`config.mk`:
```
export PLATFORM = sky130hd
export DESIGN_NAME = json_key_value_extractor
export DESIGN_NICKNAME = d
export VERILOG_FILES = /design/src/rtl/jkve_pkg.sv /design/src/rtl/jkve_fifo.sv /design/src/rtl/jkve_front.sv /design/src/rtl/jkve_back.sv /design/src/rtl/json_key_value_extractor.sv
export SDC_FILE = /design/constraint.sdc
export NUM_CORES = 2
export LEC_CHECK = 0
export ABC_CLOCK_PERIOD_IN_PS = 20200
export BUFFER_PORTS_ARGS = -buffer_cell sky130_fd_sc_hd__buf_2
export CORE_MARGIN = 2
export CORE_UTILIZATION = 44
export DETAILED_ROUTE_END_ITERATION = 8
export PLACE_DENSITY = 0.62
export REMOVE_ABC_BUFFERS = 1
export SLEW_MARGIN = 20
export SYNTH_ARGS = -nofsm -noshare
export SYNTH_HDL_FRONTEND = slang
export SYNTH_HIERARCHICAL = 1
export SYNTH_SLANG_ARGS = --single-unit
```
`constraint.sdc`:
```
create_clock -name clk_i -period 20.2 [get_ports clk_i]
set_clock_uncertainty 0.15 [all_clocks]
set_input_delay 1.01 -clock clk_i [delete_from_list [all_inputs] [get_ports clk_i]]
set_output_delay 1.01 -clock clk_i [all_outputs]
set_load 0.1 [all_outputs]
```
`src/rtl/jkve_pkg.sv`:
```
// ----------------------------------------------------------------------------
// jkve_pkg
// Shared types, character codes and register indexes of the JSON key/value
// extractor.
// ----------------------------------------------------------------------------
package jkve_pkg;

  // character codes
  localparam logic [7:0] CHR_QUOTE  = 8'h22;
  localparam logic [7:0] CHR_BSLASH = 8'h5C;
  localparam logic [7:0] CHR_COLON  = 8'h3A;
  localparam logic [7:0] CHR_SPACE  = 8'h20;
  localparam logic [7:0] CHR_LF     = 8'h0A;
  localparam logic [7:0] CHR_CR     = 8'h0D;
  localparam logic [7:0] CHR_MINUS  = 8'h2D;
  localparam logic [7:0] CHR_ZERO   = 8'h30;
  localparam logic [7:0] CHR_NINE   = 8'h39;

  // key storage: four 64-bit registers, 32 bytes
  localparam int KEY_REGS      = 4;
  localparam int KEY_BYTES_ALL = 32;

  // configuration register indexes
  localparam int CFG_IDX_W = 8;
  localparam logic [CFG_IDX_W-1:0] CFG_KEY_0      = 8'd0;
  localparam logic [CFG_IDX_W-1:0] CFG_KEY_1      = 8'd1;
  localparam logic [CFG_IDX_W-1:0] CFG_KEY_2      = 8'd2;
  localparam logic [CFG_IDX_W-1:0] CFG_KEY_3      = 8'd3;
  localparam logic [CFG_IDX_W-1:0] CFG_KEY_LENGTH = 8'd4;
  localparam logic [CFG_IDX_W-1:0] CFG_VALUE_KIND = 8'd5;

  // value kinds
  localparam logic [1:0] KIND_INT  = 2'd0;
  localparam logic [1:0] KIND_BOOL = 2'd1;
  localparam logic [1:0] KIND_STR  = 2'd2;

  // verdict codes
  localparam logic [1:0] VERDICT_FOUND     = 2'd0;
  localparam logic [1:0] VERDICT_NOT_FOUND = 2'd1;
  localparam logic [1:0] VERDICT_BAD       = 2'd2;

  // result item kinds
  localparam logic ITEM_STRING  = 1'b0;
  localparam logic ITEM_VERDICT = 1'b1;

  // integer saturation bounds on the magnitude
  localparam logic [31:0] MAG_LIMIT = 32'h8000_0000;
  localparam logic [31:0] POS_MAX   = 32'h7FFF_FFFF;

  typedef struct packed {
    logic [7:0] text_byte;
    logic       end_of_text;
  } in_item_t;

  typedef struct packed {
    logic              item_kind;
    logic [7:0]        string_byte;
    logic [1:0]        verdict;
    logic signed [31:0] int_value;
    logic              bool_value;
    logic              last;
  } out_item_t;

  // classified beat between front and back
  typedef struct packed {
    logic [7:0] text_byte;
    logic       end_of_text;
    logic       key_hit;
  } q_item_t;

  typedef struct packed {
    logic [KEY_REGS-1:0][63:0] key;
    logic [5:0]                length;
  } key_cfg_t;

  function automatic logic [7:0] lit_true(input logic [2:0] idx);
    logic [7:0] c;
    case (idx)
      3'd0:    c = 8'h74; // t
      3'd1:    c = 8'h72; // r
      3'd2:    c = 8'h75; // u
      3'd3:    c = 8'h65; // e
      default: c = 8'h00;
    endcase
    return c;
  endfunction

  function automatic logic [7:0] lit_false(input logic [2:0] idx);
    logic [7:0] c;
    case (idx)
      3'd0:    c = 8'h66; // f
      3'd1:    c = 8'h61; // a
      3'd2:    c = 8'h6C; // l
      3'd3:    c = 8'h73; // s
      3'd4:    c = 8'h65; // e
      default: c = 8'h00;
    endcase
    return c;
  endfunction

endpackage

```
`src/rtl/jkve_fifo.sv`:
```
// ----------------------------------------------------------------------------
// jkve_fifo
// Small register queue that decouples the front classifier from the value
// parser.
// ----------------------------------------------------------------------------
module jkve_fifo #(
  parameter int WIDTH = 10,
  parameter int DEPTH = 4
) (
  input  logic             clk_i,
  input  logic             rst_ni,
  input  logic             push_i,
  input  logic [WIDTH-1:0] data_i,
  output logic             full_o,
  input  logic             pop_i,
  output logic             valid_o,
  output logic [WIDTH-1:0] data_o
);

  localparam int PTR_W = $clog2(DEPTH);
  localparam int CNT_W = $clog2(DEPTH + 1);

  logic [WIDTH-1:0] mem_q [DEPTH];
  logic [PTR_W-1:0] wr_ptr_q, wr_ptr_d, rd_ptr_q, rd_ptr_d;
  logic [CNT_W-1:0] cnt_q, cnt_d;
  logic             do_push, do_pop;

  assign full_o  = (cnt_q == CNT_W'(DEPTH));
  assign valid_o = (cnt_q != '0);
  assign data_o  = mem_q[rd_ptr_q];
  assign do_push = push_i && !full_o;
  assign do_pop  = pop_i && valid_o;

  always_comb begin
    wr_ptr_d = wr_ptr_q;
    rd_ptr_d = rd_ptr_q;
    cnt_d    = cnt_q;
    if (do_push) begin
      wr_ptr_d = (wr_ptr_q == PTR_W'(DEPTH - 1)) ? '0 : wr_ptr_q + 1'b1;
    end
    if (do_pop) begin
      rd_ptr_d = (rd_ptr_q == PTR_W'(DEPTH - 1)) ? '0 : rd_ptr_q + 1'b1;
    end
    if (do_push && !do_pop) begin
      cnt_d = cnt_q + 1'b1;
    end else if (do_pop && !do_push) begin
      cnt_d = cnt_q - 1'b1;
    end
  end

  always_ff @(posedge clk_i or negedge rst_ni) begin
    if (!rst_ni) begin
      wr_ptr_q <= '0;
      rd_ptr_q <= '0;
      cnt_q    <= '0;
    end else begin
      wr_ptr_q <= wr_ptr_d;
      rd_ptr_q <= rd_ptr_d;
      cnt_q    <= cnt_d;
    end
  end

  always_ff @(posedge clk_i) begin
    if (do_push) begin
      mem_q[wr_ptr_q] <= data_i;
    end
  end

endmodule

```
`src/rtl/jkve_front.sv`:
```
// ----------------------------------------------------------------------------
// jkve_front
// Keeps the window of recent bytes and flags the quote that closes the
// configured key, comparing the whole window in parallel.
// ----------------------------------------------------------------------------
module jkve_front import jkve_pkg::*; #(
  parameter int KEY_MAX_BYTES = 32
) (
  input  logic     clk_i,
  input  logic     rst_ni,
  input  key_cfg_t key_cfg_i,
  input  logic     accept_i,
  input  in_item_t item_i,
  output q_item_t  item_o
);

  localparam int WIN = KEY_MAX_BYTES + 1;

  logic [7:0] win_q [WIN];
  logic [WIN-1:0] wv_q;
  logic           searching_q;

  // key laid out against the window, refreshed every cycle from the registers
  logic [7:0]     akey_q [WIN];
  logic [7:0]     akey_d [WIN];
  logic [WIN-1:0] care_q, care_d;

  logic [5:0]     len_eff;
  logic [KEY_BYTES_ALL*8-1:0] key_flat;
  logic [WIN-1:0] pos_ok;
  logic           hit;

  assign key_flat = key_cfg_i.key;

  always_comb begin
    len_eff = key_cfg_i.length;
    if (len_eff == 6'd0) begin
      len_eff = 6'd1;
    end
    if (len_eff > 6'(KEY_MAX_BYTES)) begin
      len_eff = 6'(KEY_MAX_BYTES);
    end
  end

  always_comb begin
    for (int j = 0; j < WIN; j++) begin
      logic [5:0] k;
      k = len_eff - 6'(j) - 6'd1;
      if (6'(j) < len_eff) begin
        akey_d[j] = key_flat[k[4:0]*8 +: 8];
        care_d[j] = 1'b1;
      end else if (6'(j) == len_eff) begin
        akey_d[j] = CHR_QUOTE;
        care_d[j] = 1'b1;
      end else begin
        akey_d[j] = 8'h00;
        care_d[j] = 1'b0;
      end
    end
  end

  always_ff @(posedge clk_i) begin
    for (int j = 0; j < WIN; j++) begin
      akey_q[j] <= akey_d[j];
    end
    care_q <= care_d;
  end

  always_comb begin
    for (int j = 0; j < WIN; j++) begin
      pos_ok[j] = !care_q[j] || (wv_q[j] && (win_q[j] == akey_q[j]));
    end
  end

  assign hit = searching_q && (item_i.text_byte == CHR_QUOTE) && (&pos_ok);

  assign item_o.text_byte   = item_i.text_byte;
  assign item_o.end_of_text = item_i.end_of_text;
  assign item_o.key_hit     = hit;

  always_ff @(posedge clk_i or negedge rst_ni) begin
    if (!rst_ni) begin
      wv_q        <= '0;
      searching_q <= 1'b1;
    end else if (accept_i) begin
      if (item_i.end_of_text) begin
        wv_q        <= '0;
        searching_q <= 1'b1;
      end else begin
        wv_q <= {wv_q[WIN-2:0], 1'b1};
        if (hit) begin
          searching_q <= 1'b0;
        end
      end
    end
  end

  always_ff @(posedge clk_i) begin
    if (accept_i) begin
      win_q[0] <= item_i.text_byte;
      for (int j = 1; j < WIN; j++) begin
        win_q[j] <= win_q[j-1];
      end
    end
  end

endmodule

```
`src/rtl/jkve_back.sv`:
```
// ----------------------------------------------------------------------------
// jkve_back
// Value parser: skips separators, converts integers, matches literals,
// passes string bytes and builds the verdict, into a small result queue.
// ----------------------------------------------------------------------------
module jkve_back import jkve_pkg::*; (
  input  logic      clk_i,
  input  logic      rst_ni,
  input  logic [1:0] value_kind_i,
  input  logic      head_valid_i,
  input  q_item_t   head_i,
  output logic      pop_o,
  output logic      out_valid_o,
  input  logic      out_stall_i,
  output out_item_t out_item_o
);

  localparam logic [2:0] PH_SEARCH = 3'd0;
  localparam logic [2:0] PH_SKIP   = 3'd1;
  localparam logic [2:0] PH_INT    = 3'd2;
  localparam logic [2:0] PH_BOOL   = 3'd3;
  localparam logic [2:0] PH_STR    = 3'd4;
  localparam logic [2:0] PH_OK     = 3'd5;
  localparam logic [2:0] PH_BAD    = 3'd6;

  localparam int OUT_DEPTH = 4;

  logic [2:0]  phase_q, phase_d;
  logic [31:0] acc_q, acc_d;
  logic        neg_q, neg_d;
  logic [2:0]  idx_q, idx_d;
  logic [1:0]  cand_q, cand_d;
  logic [7:0]  prev_q, prev_d;

  out_item_t   oq_q [OUT_DEPTH];
  logic [1:0]  wr_ptr_q, rd_ptr_q;
  logic [2:0]  cnt_q;
  logic        out_pop;

  logic [7:0]  b;
  logic        is_digit, is_sep;
  logic [35:0] prod;
  logic [31:0] acc_next;
  logic        emit, start, bool_step;
  logic [1:0]  ct;
  logic [1:0]  verdict;
  out_item_t   res_str, res_end, res0;
  logic [1:0]  n_push;

  assign b        = head_i.text_byte;
  assign is_digit = (b >= CHR_ZERO) && (b <= CHR_NINE);
  assign is_sep   = (b == CHR_COLON) || (b == CHR_SPACE) || (b == CHR_LF) || (b == CHR_CR);

  // acc * 10 + digit, saturated on the magnitude
  always_comb begin
    prod = ({4'b0, acc_q} << 3) + ({4'b0, acc_q} << 1) + {32'b0, b[3:0]};
    acc_next = (prod > {4'b0, MAG_LIMIT}) ? MAG_LIMIT : prod[31:0];
  end

  // room for two results keeps the pop decision simple
  assign pop_o = head_valid_i && (cnt_q <= 3'd2);

  always_comb begin
    phase_d   = phase_q;
    acc_d     = acc_q;
    neg_d     = neg_q;
    idx_d     = idx_q;
    cand_d    = cand_q;
    prev_d    = prev_q;
    emit      = 1'b0;
    start     = 1'b0;
    bool_step = 1'b0;
    ct        = cand_q;
    verdict   = VERDICT_BAD;

    unique case (phase_q)
      PH_SEARCH: begin
        if (head_i.key_hit) begin
          phase_d = PH_SKIP;
        end
      end
      PH_SKIP: begin
        if (!is_sep) begin
          start = 1'b1;
        end
      end
      PH_INT: begin
        if (is_digit) begin
          acc_d = acc_next;
        end else begin
          phase_d = PH_OK;
        end
      end
      PH_BOOL: bool_step = 1'b1;
      PH_STR: begin
        if (b == CHR_QUOTE && prev_q != CHR_BSLASH) begin
          phase_d = PH_OK;
        end else begin
          prev_d = b;
          emit   = 1'b1;
        end
      end
      default: ;
    endcase

    if (start) begin
      case (value_kind_i)
        KIND_INT: begin
          if (b == CHR_MINUS) begin
            neg_d   = 1'b1;
            phase_d = PH_INT;
          end else if (is_digit) begin
            acc_d   = acc_next;
            phase_d = PH_INT;
          end else begin
            phase_d = PH_BAD;
          end
        end
        KIND_BOOL: bool_step = 1'b1;
        KIND_STR: begin
          if (b == CHR_QUOTE && !head_i.end_of_text) begin
            phase_d = PH_STR;
            prev_d  = CHR_QUOTE;
          end else begin
            phase_d = PH_BAD;
          end
        end
        default: phase_d = PH_BAD;
      endcase
    end

    if (bool_step) begin
      ct = cand_q;
      if (ct[0] && (idx_q >= 3'd4 || lit_true(idx_q) != b)) begin
        ct[0] = 1'b0;
      end
      if (ct[1] && (idx_q >= 3'd5 || lit_false(idx_q) != b)) begin
        ct[1] = 1'b0;
      end
      if (ct == 2'b00) begin
        phase_d = PH_BAD;
        cand_d  = ct;
      end else if (ct[0] && idx_q == 3'd3) begin
        phase_d = PH_OK;
        cand_d  = 2'b01;
      end else if (ct[1] && idx_q == 3'd4) begin
        phase_d = PH_OK;
        cand_d  = 2'b10;
      end else begin
        phase_d = PH_BOOL;
        cand_d  = ct;
        idx_d   = idx_q + 3'd1;
      end
    end

    if (phase_d == PH_SEARCH) begin
      verdict = VERDICT_NOT_FOUND;
    end else if (phase_d == PH_INT || phase_d == PH_STR || phase_d == PH_OK) begin
      verdict = VERDICT_FOUND;
    end

    res_str             = '0;
    res_str.item_kind   = ITEM_STRING;
    res_str.string_byte = b;

    res_end           = '0;
    res_end.item_kind = ITEM_VERDICT;
    res_end.verdict   = verdict;
    res_end.last      = 1'b1;
    if (verdict == VERDICT_FOUND && value_kind_i == KIND_INT) begin
      if (neg_d) begin
        res_end.int_value = 32'(32'd0 - acc_d);
      end else begin
        res_end.int_value = (acc_d > POS_MAX) ? POS_MAX : acc_d;
      end
    end
    if (verdict == VERDICT_FOUND && value_kind_i == KIND_BOOL) begin
      res_end.bool_value = (cand_d == 2'b01);
    end

    res0   = emit ? res_str : res_end;
    n_push = {1'b0, emit} + {1'b0, head_i.end_of_text};

    // every text starts from a clean parser
    if (head_i.end_of_text) begin
      phase_d = PH_SEARCH;
      acc_d   = '0;
      neg_d   = 1'b0;
      idx_d   = '0;
      cand_d  = 2'b11;
      prev_d  = CHR_QUOTE;
    end
  end

  always_ff @(posedge clk_i or negedge rst_ni) begin
    if (!rst_ni) begin
      phase_q <= PH_SEARCH;
      acc_q   <= '0;
      neg_q   <= 1'b0;
      idx_q   <= '0;
      cand_q  <= 2'b11;
      prev_q  <= CHR_QUOTE;
    end else if (pop_o) begin
      phase_q <= phase_d;
      acc_q   <= acc_d;
      neg_q   <= neg_d;
      idx_q   <= idx_d;
      cand_q  <= cand_d;
      prev_q  <= prev_d;
    end
  end

  // result queue
  assign out_valid_o = (cnt_q != 3'd0);
  assign out_item_o  = oq_q[rd_ptr_q];
  assign out_pop     = out_valid_o && !out_stall_i;

  always_ff @(posedge clk_i or negedge rst_ni) begin
    if (!rst_ni) begin
      wr_ptr_q <= '0;
      rd_ptr_q <= '0;
      cnt_q    <= '0;
    end else begin
      if (pop_o) begin
        wr_ptr_q <= wr_ptr_q + n_push;
      end
      if (out_pop) begin
        rd_ptr_q <= rd_ptr_q + 2'd1;
      end
      cnt_q <= cnt_q + (pop_o ? {1'b0, n_push} : 3'd0) - {2'b0, out_pop};
    end
  end

  always_ff @(posedge clk_i) begin
    if (pop_o && n_push != 2'd0) begin
      oq_q[wr_ptr_q] <= res0;
    end
    if (pop_o && n_push == 2'd2) begin
      oq_q[wr_ptr_q + 2'd1] <= res_end;
    end
  end

endmodule

```
`src/rtl/json_key_value_extractor.sv`:
```
// ----------------------------------------------------------------------------
// json_key_value_extractor
// Finds a configured key in a JSON byte stream and extracts its value.
// ----------------------------------------------------------------------------
// One text byte is taken per clock cycle unless the input stalls. The front
// compares the byte window against the key in parallel in the cycle the byte
// is accepted and hands the classified byte through a four-entry queue to the
// value parser, which retires one byte per cycle while its four-entry result
// queue has room for two. A byte that both carries a string value byte and ends
// the text yields two results, queued together. After every configuration write
// or reset the input stalls for one cycle while the aligned key copy reloads.
// Configuration registers: index 0..3 key bytes, 4 key length, 5 value kind.
module json_key_value_extractor import jkve_pkg::*; #(
  parameter int KEY_MAX_BYTES = 32
) (
  input  logic                 clk_i,
  input  logic                 rst_ni,
  input  logic                 in_valid_i,
  output logic                 in_stall_o,
  input  in_item_t             in_item_i,
  output logic                 out_valid_o,
  input  logic                 out_stall_i,
  output out_item_t            out_item_o,
  input  logic                 cfg_valid_i,
  output logic                 cfg_ready_o,
  input  logic [CFG_IDX_W-1:0] cfg_index_i,
  input  logic [63:0]          cfg_data_i
);

  localparam int QUEUE_DEPTH = 4;
  localparam int Q_W         = $bits(q_item_t);

  logic [KEY_REGS-1:0][63:0] key_q;
  logic [5:0]                len_q;
  logic [1:0]                kind_q;
  logic                      cfg_reload_q;
  key_cfg_t                  key_cfg;

  logic     accept;
  logic     q_full, q_valid, q_pop;
  q_item_t  front_item, head_item;
  logic [Q_W-1:0] head_bits;

  assign cfg_ready_o = 1'b1;

  always_ff @(posedge clk_i or negedge rst_ni) begin
    if (!rst_ni) begin
      key_q        <= '0;
      len_q        <= 6'd1;
      kind_q       <= KIND_INT;
      cfg_reload_q <= 1'b1;
    end else begin
      cfg_reload_q <= cfg_valid_i && cfg_ready_o;
      if (cfg_valid_i && cfg_ready_o) begin
        unique case (cfg_index_i) inside
          CFG_KEY_0, CFG_KEY_1, CFG_KEY_2, CFG_KEY_3: key_q[cfg_index_i[1:0]] <= cfg_data_i;
          CFG_KEY_LENGTH: len_q  <= cfg_data_i[5:0];
          CFG_VALUE_KIND: kind_q <= cfg_data_i[1:0];
          default: ;
        endcase
      end
    end
  end

  assign key_cfg.key    = key_q;
  assign key_cfg.length = len_q;

  assign in_stall_o = q_full || cfg_reload_q;
  assign accept     = in_valid_i && !in_stall_o;

  jkve_front #(
    .KEY_MAX_BYTES(KEY_MAX_BYTES)
  ) u_front (
    .clk_i    (clk_i),
    .rst_ni   (rst_ni),
    .key_cfg_i(key_cfg),
    .accept_i (accept),
    .item_i   (in_item_i),
    .item_o   (front_item)
  );

  jkve_fifo #(
    .WIDTH(Q_W),
    .DEPTH(QUEUE_DEPTH)
  ) u_queue (
    .clk_i  (clk_i),
    .rst_ni (rst_ni),
    .push_i (accept),
    .data_i (front_item),
    .full_o (q_full),
    .pop_i  (q_pop),
    .valid_o(q_valid),
    .data_o (head_bits)
  );

  assign head_item = q_item_t'(head_bits);

  jkve_back u_back (
    .clk_i       (clk_i),
    .rst_ni      (rst_ni),
    .value_kind_i(kind_q),
    .head_valid_i(q_valid),
    .head_i      (head_item),
    .pop_o       (q_pop),
    .out_valid_o (out_valid_o),
    .out_stall_i (out_stall_i),
    .out_item_o  (out_item_o)
  );

endmodule
```
==> flow_summary.ini <==
[finish]
fillers = 12400
layout.cells.non_filler = 7017
fin_nets = 5224
final_common_cell = edfxtp_1
area_growth_syn_to_layout_pct = 10.6
drive_above_1_share_pct = 22.4
mostFrequentLayoutCells = edfxtp_1, mux2i_1, nand2_1, dfrtp_1, mux4_2
final_util_pct = 49.1

[detailed_routing]
dr.pass1.iters = 6
drt_first_iter_violations = 5244
avgRoutedWirePerCell_um = 30.2
antenna_left = 0
wl_um = 212000
drcViolationCount = 0
post_drt_via_cell_ratio = 6.34
vias = 44500

[synthesis]
synthCells = 5002
syn-cell-area_sq_um = 62000
synth_edf_count = 444
synth_top_family_by_area = multiplexers
muxShareOfSynthArea_pct = 24.8
ys_top_cells_by_area = edfxtp_1, dfrtp_1, mux4_2, dfxtp_1, mux2i_1
yosysSeqAreaShare_pct = 46.9
yosysTopAreaCellShare_pct = 21.5
yosys.area.top_type = edfxtp_1
synth_simple_gate_area_share_pct = 8.65
ys_warn_count = 6
synthFlopType = edfxtp_1
ys_types = 111
syn_area_per_cell_sq_um = 12.4
async_flop_share_pct = 31.8
synth_seq_cells = 1139
synth_fa_ha_area_share_pct = 2.19
synth_compound_gate_area_share_pct = 9.52
synthXorXnorAreaFrac_pct = 4.77

[floorplanning]
initial_core_util_pct = 44.4
io_pins = 134
rows = 137
core_area_sq_um = 140000
die-area_sq_um = 144000
die_h_um = 379
die_w_um = 379

[global_route]
grt_pass1_wl_um = 305000
antenna_found_initial = 9
grt-ovfl-total = 0
grt.total_usage_pct = 29.3
grt_start_max_net_pins = 192
grt_pass1_vias = 42700

[sta]
fin_setup_tns_ps = 0
slew-limit-headroom_pct = 17.2
min_period_ps = 7750
fin_crit_sh_pct = 38.4
hold_viol_final = 0
fmax_mhz = 129
holdWs_ps = 114
worstMarginPinSlew_ps = 1240
rsz0062_at_grt = false
slew_viol_final = 0
setup_viol = 0

[place]
portBuffers = 132
dp.cells = 6787
place_hpwl_um = 159000
routabilityCongestion = 1.02

[critical_path]
crit_fanout = 22
crit_required_ps = 20590
critical_path_class = reg2reg
cp_top_family = compound AO/OA/AOI/OAI gates
reg2regPathDepth = 22
cp-start-kind = flip-flop
cp_num_cells = 22
slowest_stage = dfrtp_1
critical_path_buf_inv_count = 2
crit_arrival_ps = 8140
startpoint = u_queue/rd_ptr_q[0]
path_cells = mux4_2 > inv_1 > fa_1 > inv_1 > ha_1 > a211oi_2 > o211ai_2 > a211oi_1 > o211ai_2 > xor2_1 > a221o_1 > nor4_2 > a31o_4 > and2_4 > a22oi_1 > ha_1 > o21ai_0 > a311oi_4 > nand3_2 > or3_4 > xnor2_2 > a211oi_1
cp_slowest_stage_delay_ps = 790
end_kind = flip-flop
rr_startpoint = u_queue/rd_ptr_q[0]

[outcome]
outcome = completed

[clocking]
clock_latency_ps = 780
clockBufferDepth = 3
clk_pin_slew_ps = 70
ctsHoldBuffers = 0
htree_levels = 3
cts_buffers = 119
cts_num_sinks = 1139
cts-resized-gates = 0
root_buffer = clkbuf_16
cts_tree = done
cts_setup_buffers = 0

[pwr]
pwr_density_cell_nw_per_um2 = 109
p_leak_nw = 27.0
peakVddDrop_mv = 0.118

[flow_run]
drv_cap = 0

[hold_path]
hold_path.class = in2async
[cells in the mapped netlist (all sizes together) (15+ instances only)]
cell type and n:
nor3 91, edfxtp 444, clkbuf 143, a221o 19, nor2 266, mux2 280, or3 21, nor3b 15
o21ai 157, nand4 68, ha 102, a21o 19, a31oi 45, and3 37, nor4 25, nand2 377
buf 163, dfrtp 355, o41ai 25, dfxtp 333, and2 25, a21oi 158, inv 135, nand3 73
mux4 358, nand3b 39, xnor2 226, xor2 109, nor2b 21, o211ai 15, nand2b 18, mux2i 412
a22oi 29, a22o 213, a211oi 27, o22ai 37
[layer usage]
metal  global-route usage, %  part of all wire, %  vias to the layer above
li1                        -                    -                    19100
met1                    38.5                   40                    22700
met2                    45.7                   45                     2135
met3                    6.17                  8.6                      505
met4                    15.0                  6.2                       10
met5                       0                0.029                        -
[worst reg2reg max path: stages, from the launching register on]
cell	delay [ps]
dfrtp_1	790
mux4_2	730
inv_1	180
fa_1	450
inv_1	80
ha_1	250
a211oi_2	350
o211ai_2	160
a211oi_1	410
o211ai_2	170
xor2_1	340
a221o_1	230
nor4_2	70
a31o_4	310
and2_4	280
a22oi_1	300
ha_1	270
o21ai_0	250
a311oi_4	620
nand3_2	200
or3_4	450
xnor2_2	170
a211oi_1	280
[area by class of cell]
| type | count | area, sq um | share of cell area, % |
|---|---|---|---|
| multi-input cells | 3418 | 31200 | 45.5 |
| clock inverters | 70 | 801 | 1.17 |
| flip-flops and latches | 1139 | 29100 | 42.4 |
| inverters | 139 | 531 | 0.774 |
| well taps | 1876 | 2350 | 3.42 |
| clock buffers | 157 | 3260 | 4.76 |
| repair buffers | 215 | 1320 | 1.92 |
| diodes | 3 | 7.51 | 0.0109 |
[logic make-up after synthesis]
logic type      count (synthesis)
mux                          1050
fa+ha+maj                     106
buf+inv                       445
xor+xnor                      335
compound gates                821
simple gates                 1104
other cells                     2
flops                        1139
[worst paths after layout]
check | slack, ps | end
setup / recovery | 12450 | u_back/oq_q[3][24]
hold / removal | 110 | key_cfg[135]
setup reg to reg | 12450 | u_back/oq_q[3][24]
hold reg to reg | 250 | u_front/win_q[0][169]
max in group asynchronous | 17540 | u_back/rd_ptr_q[0]
min in group clk_i | 180 | cfg_reload_q
[registers in the layout, indices dropped and copies added (netlist names)]
register and count:
u_front/care_q 33, u_back/rd_ptr_q 2, u_queue/rd_ptr_q 2, u_queue/mem_q 40, key_cfg 256, u_back/cand_q 2
u_back/neg_q 1, u_back/cnt_q 3, u_queue/wr_ptr_q 2, u_queue/cnt_q 3, u_front/win_q 264, kind_q 2
u_back/acc_q 32, u_front/akey_q 264, u_back/prev_q 8, u_front/wv_q 33, u_front/searching_q 1, cfg_reload_q 1
u_back/oq_q 176, len_q 6, u_back/wr_ptr_q 2, u_back/idx_q 3, u_back/phase_q 3
[power by group]
part / switching [W] / internal, W / leakage (nW)
combinational: 0.00161 / 0.000730 / 13.3
sequential: 0.000179 / 0.00266 / 11.8
clock: 0.000987 / 0.00128 / 1.95
[per-stage QoR]
step / setup slack [ps] / total power (W) / area, sq um
2_1_floorplan: 1490 / 0.00456 / 60600
3_3_place_gp: 12720 / 0.00517 / 64500
3_5_place_dp: 12580 / 0.00520 / 64500
4_1_cts: 12470 / 0.00745 / 68500
5_1_grt: 12030 / 0.00772 / 68600
6_report: 12450 / 0.00744 / 68600
No activity file was read; power rests on OpenSTA's default activity.
